`src/rtl/idfl_ram.sv`:
```
// idfl_ram: single-write, single-read synchronous RAM with registered read data.
// Read returns the old contents when read and write hit the same address.
module idfl_ram #(
  parameter int DEPTH = 1024,
  parameter int WIDTH = 1
) (
  input  logic                                      clk,
  input  logic                                      wr_en,
  input  logic [((DEPTH > 1) ? $clog2(DEPTH) : 1)-1:0] wr_addr,
  input  logic [WIDTH-1:0]                          wr_data,
  input  logic                                      rd_en,
  input  logic [((DEPTH > 1) ? $clog2(DEPTH) : 1)-1:0] rd_addr,
  output logic [WIDTH-1:0]                          rd_data
);

  logic [WIDTH-1:0] mem_r [DEPTH];
  logic [WIDTH-1:0] rd_data_r;

  always_ff @(posedge clk) begin
    if (wr_en) begin
      mem_r[wr_addr] <= wr_data;
    end
    if (rd_en) begin
      rd_data_r <= mem_r[rd_addr];
    end
  end

  assign rd_data = rd_data_r;

endmodule

```
`config.mk`:
```
export PLATFORM = sky130hd
export DESIGN_NAME = idfl_ram
export DESIGN_NICKNAME = d
export VERILOG_FILES = /design/src/rtl/idfl_ram.sv
export SDC_FILE = /design/constraint.sdc
export NUM_CORES = 1
export LEC_CHECK = 0
export BUFFER_PORTS_ARGS = -buffer_cell sky130_fd_sc_hd__buf_2
export CORE_AREA = 2 2 492 372
export CTS_BUF_LIST = sky130_fd_sc_hd__clkbuf_4 sky130_fd_sc_hd__clkbuf_8
export CTS_CLUSTER_DIAMETER = 40
export DETAILED_ROUTE_END_ITERATION = 8
export DIE_AREA = 0 0 494 374
export PLACE_DENSITY = 0.51
export SYNTH_ARGS = -nofsm -noshare
export SYNTH_HDL_FRONTEND = slang
export SYNTH_SLANG_ARGS = --single-unit
```
`constraint.sdc`:
```
create_clock -name clk -period 2.75 [get_ports clk]
set_input_delay 0.275 -clock clk [delete_from_list [all_inputs] [get_ports clk]]
set_output_delay 0.275 -clock clk [all_outputs]
set_load 0.1 [all_outputs]
```
==> run metrics <==
FF/Latch Area=30,780 um^2; Setup Skew=about 0.042 ns; Pleak=0.01573 uW; Top Layer Used=met4; Worst EP arrival=~3.3 ns; initial DRC count=3,080; drt drc=0; result of the run=finished, final reports clean; pwr dens=roughly 610 nW/um^2; final hold vios=0; CP Class=reg -> reg; largest net degree at the start of global routing=173; Die ar.=184,800 um^2; gr ovfl total=0; library cells used by synthesis=55; Worst path max stage delay=between 0.5 and 0.6 ns; CP Buf/Inv Count=1; detailed-route via count=27,910; Power, Total=31,740 uW; Primary FF master, synth=edfxtp_1; Place WS=-0.7836 ns; DRT Pass-1 Iters=7; routability-driven placement congestion ratio=0.7942; worst hold path type=in -> reg; IO buf count=24; chip width=between 400 and 500 um; first-pass GRT wire length=201,400 um; number of cell rows=135; total CTS buffers=155; Post-Syn Nets=3,136; delay-heaviest family, CP=multiplexers; CTS tree=built; H-Tree Depth=4; Req. time, crit path=between 3 and 4 ns; fillers=18,290; slew margin rel.=42.73%; Root Driver=clkbuf_8; Final setup violation count=0; Max Cap Viol=0; CP startpoint kind=flop; CP cell instances=mux4_2 > mux4_2 > nand2_1 > nand4_1 > buf_4 > and4_1 > nor4_4 > o2111ai_1; Crit. End Element=flop; maximum buffer depth of the clock tree=3; Post-CTS Setup Bufs=0; Mean Syn Cell Area=14.35 um^2; CP dominant cell by count=mux4_2; maximum VDD drop=around 0.00043 V; RSZ-0062 raised after global routing=yes; number of global-route vias before repair=27,540; Mapped Cells=3,112; Least-Margin Pin Slew=about 0.86 ns; final setup slack of the worst path=0.06591 ns; fin crit period=2.684 ns; maximum fanout along the worst path=2; commonest non-fill, non-tap cell in the layout=nor2_1; clock slew at reported path FFs=about 0.070 ns; NumNets Final=3,325; initial antenna violation count=12; Post-synth ARST share=0%; post-route ant nets=0; num ports=25; Met1 Wirelength=62,940 um; metal3 WL=13,170 um; layout cells sized above 1=between 20% and 30%; clock sinks=1,025; most frequent cells in the layout=nor2_1, edfxtp_1, buf_4; drt wl/cell=24.57 um; Slew Limit Fails=0; Synthesis Warnings=0; DIE HEIGHT=about 370 um; Starting Density=24.85%; Seq cells post-synth=1,025; post-DR vias/cell=around 4.8; EDFF count, synth=1,025; total wire length=143,000 um; area of the multi-input gates=between 10,000 and 15,000 um^2; area growth from synthesis to final layout=17.40%; Core Box Area=179,700 um^2; worst skew pair latency=0.88 ns; fin crit share=97.60%; Critical-path top delay cell=mux4_2; sequential area share after synthesis=68.91%; achievable frequency=372.6 MHz; WL met2=around 63,000 um; HPWL after DPL=roughly 83,000 um; synthesized area=44,670 um^2; Global Route Usage Sum=15.19%
## synthesized netlist by cell type, types with 3 or more instances
| library cell | n | area, um^2 |
|---|---|---|
| buf_2 | 19 | 95.09 |
| a311oi_1 | 3 | 26.28 |
| nor2_1 | 1036 | 3889 |
| nand2_1 | 86 | 322.8 |
| mux4_2 | 200 | 4504 |
| and3_1 | 4 | 25.02 |
| and3b_1 | 3 | 26.28 |
| mux2i_1 | 123 | 1231 |
| buf_1 | 57 | 214.0 |
| buf_12 | 3 | 60.06 |
| o22ai_1 | 28 | 175.2 |
| inv_1 | 3 | 11.26 |
| mux2_2 | 3 | 33.78 |
| clkbuf_1 | 186 | 698.2 |
| o221ai_1 | 49 | 429.2 |
| nand4_1 | 10 | 62.56 |
| o21ai_0 | 11 | 55.05 |
| nor3b_1 | 8 | 60.06 |
| a22o_1 | 4 | 35.03 |
| and2_1 | 6 | 37.54 |
| buf_6 | 18 | 202.7 |
| a22oi_1 | 17 | 127.6 |
| buf_8 | 4 | 60.06 |
| a21oi_1 | 37 | 185.2 |
| a2111oi_0 | 6 | 52.55 |
| a31oi_1 | 4 | 25.02 |
| clkbuf_4 | 3 | 22.52 |
| buf_4 | 13 | 97.59 |
| a211oi_1 | 4 | 30.03 |
| nand2b_1 | 8 | 50.05 |
| mux4_1 | 14 | 367.9 |
| nor3_1 | 37 | 185.2 |
| edfxtp_1 | 1025 | 30780 |
| nor4_1 | 5 | 31.28 |
| nand3_1 | 37 | 185.2 |
| nor2b_1 | 11 | 68.82 |
## where the power goes
part / switching, uW / internal, uW / leakage, uW / total (uW)
sequential: 5.86 / 17200 / 0.00921 / 17200
combinational: 1310 / 799 / 0.00499 / 2110
clock: 6240 / 6200 / 0.00153 / 12400
## layout make-up
type                            count  area share, %
Multi-Input combinational cell   1778          24.09
Sequential cell                  1025          58.70
Timing Repair Buffer              335          5.856
Inverter                            6        0.04295
Clock buffer                      200          4.736
Tap cell                         2397          5.720
Antenna cell                        5        0.02386
Clock inverter                     72         0.8351
## flip-flops by register name (all words and copies together), names as in the netlist
name     cells
mem_r     1024
rd_data      1
## worst min-delay path: stages
cell and delay [ns]:
buf_2 0.19, buf_4 0.19, o2111ai_1 0.19
## routing by layer
metal / up-vias / track usage, %
met5: - / 0
met2: 1126 / 22.55
li1: 11900 / -
met1: 14660 / 21.33
met4: 0 / 4.708
met3: 216 / 4.300
## cell families after synthesis
| family | synth area share (%) |
|---|---|
| AND/OR/NAND/NOR | 11.22 |
| flip-flops | 68.91 |
| multiplexers | 13.74 |
| buffers and inverters | 3.297 |
| AO/OA/AOI/OAI | 2.829 |
## stage by stage
step | util, % | cells | area [um^2] | hold WS [ns] | setup TNS (ns)
2_1_floorplan | - | 3112 | 44670 | 0.3739 | 0
3_3_place_gp | 27.45 | 5533 | 49340 | 0.6047 | -0.8137
3_5_place_dp | 27.45 | 5533 | 49340 | 0.6068 | -0.7836
4_1_cts | 29.13 | 5813 | 52360 | 0.005451 | 0
5_1_grt | 29.18 | 5817 | 52430 | 0.04384 | -0.08975
6_report | 29.18 | 5818 | 52440 | 0.08754 | 0
## path summary, 6_finish.rpt
check / cells after the start / start / end / slack, ns
min: 3 / rd_addr[6] / rd_data$_DFFE_PP_ / 0.09
max: 8 / mem_r[769]$_DFFE_PP_ / rd_data$_DFFE_PP_ / 0.07
max reg2reg: 8 / mem_r[769]$_DFFE_PP_ / rd_data$_DFFE_PP_ / 0.07
min reg2reg: 6 / mem_r[192]$_DFFE_PP_ / rd_data$_DFFE_PP_ / 1.24
## timing repair
action,in CTS,in global routing
endpoints found under the setup margin,1,1
resized for setup,4,16
hold endpoints to repair,98,0
pin swaps,1,7
hold buffers,9,0
Note: power is estimated with default switching activity, not from simulation.
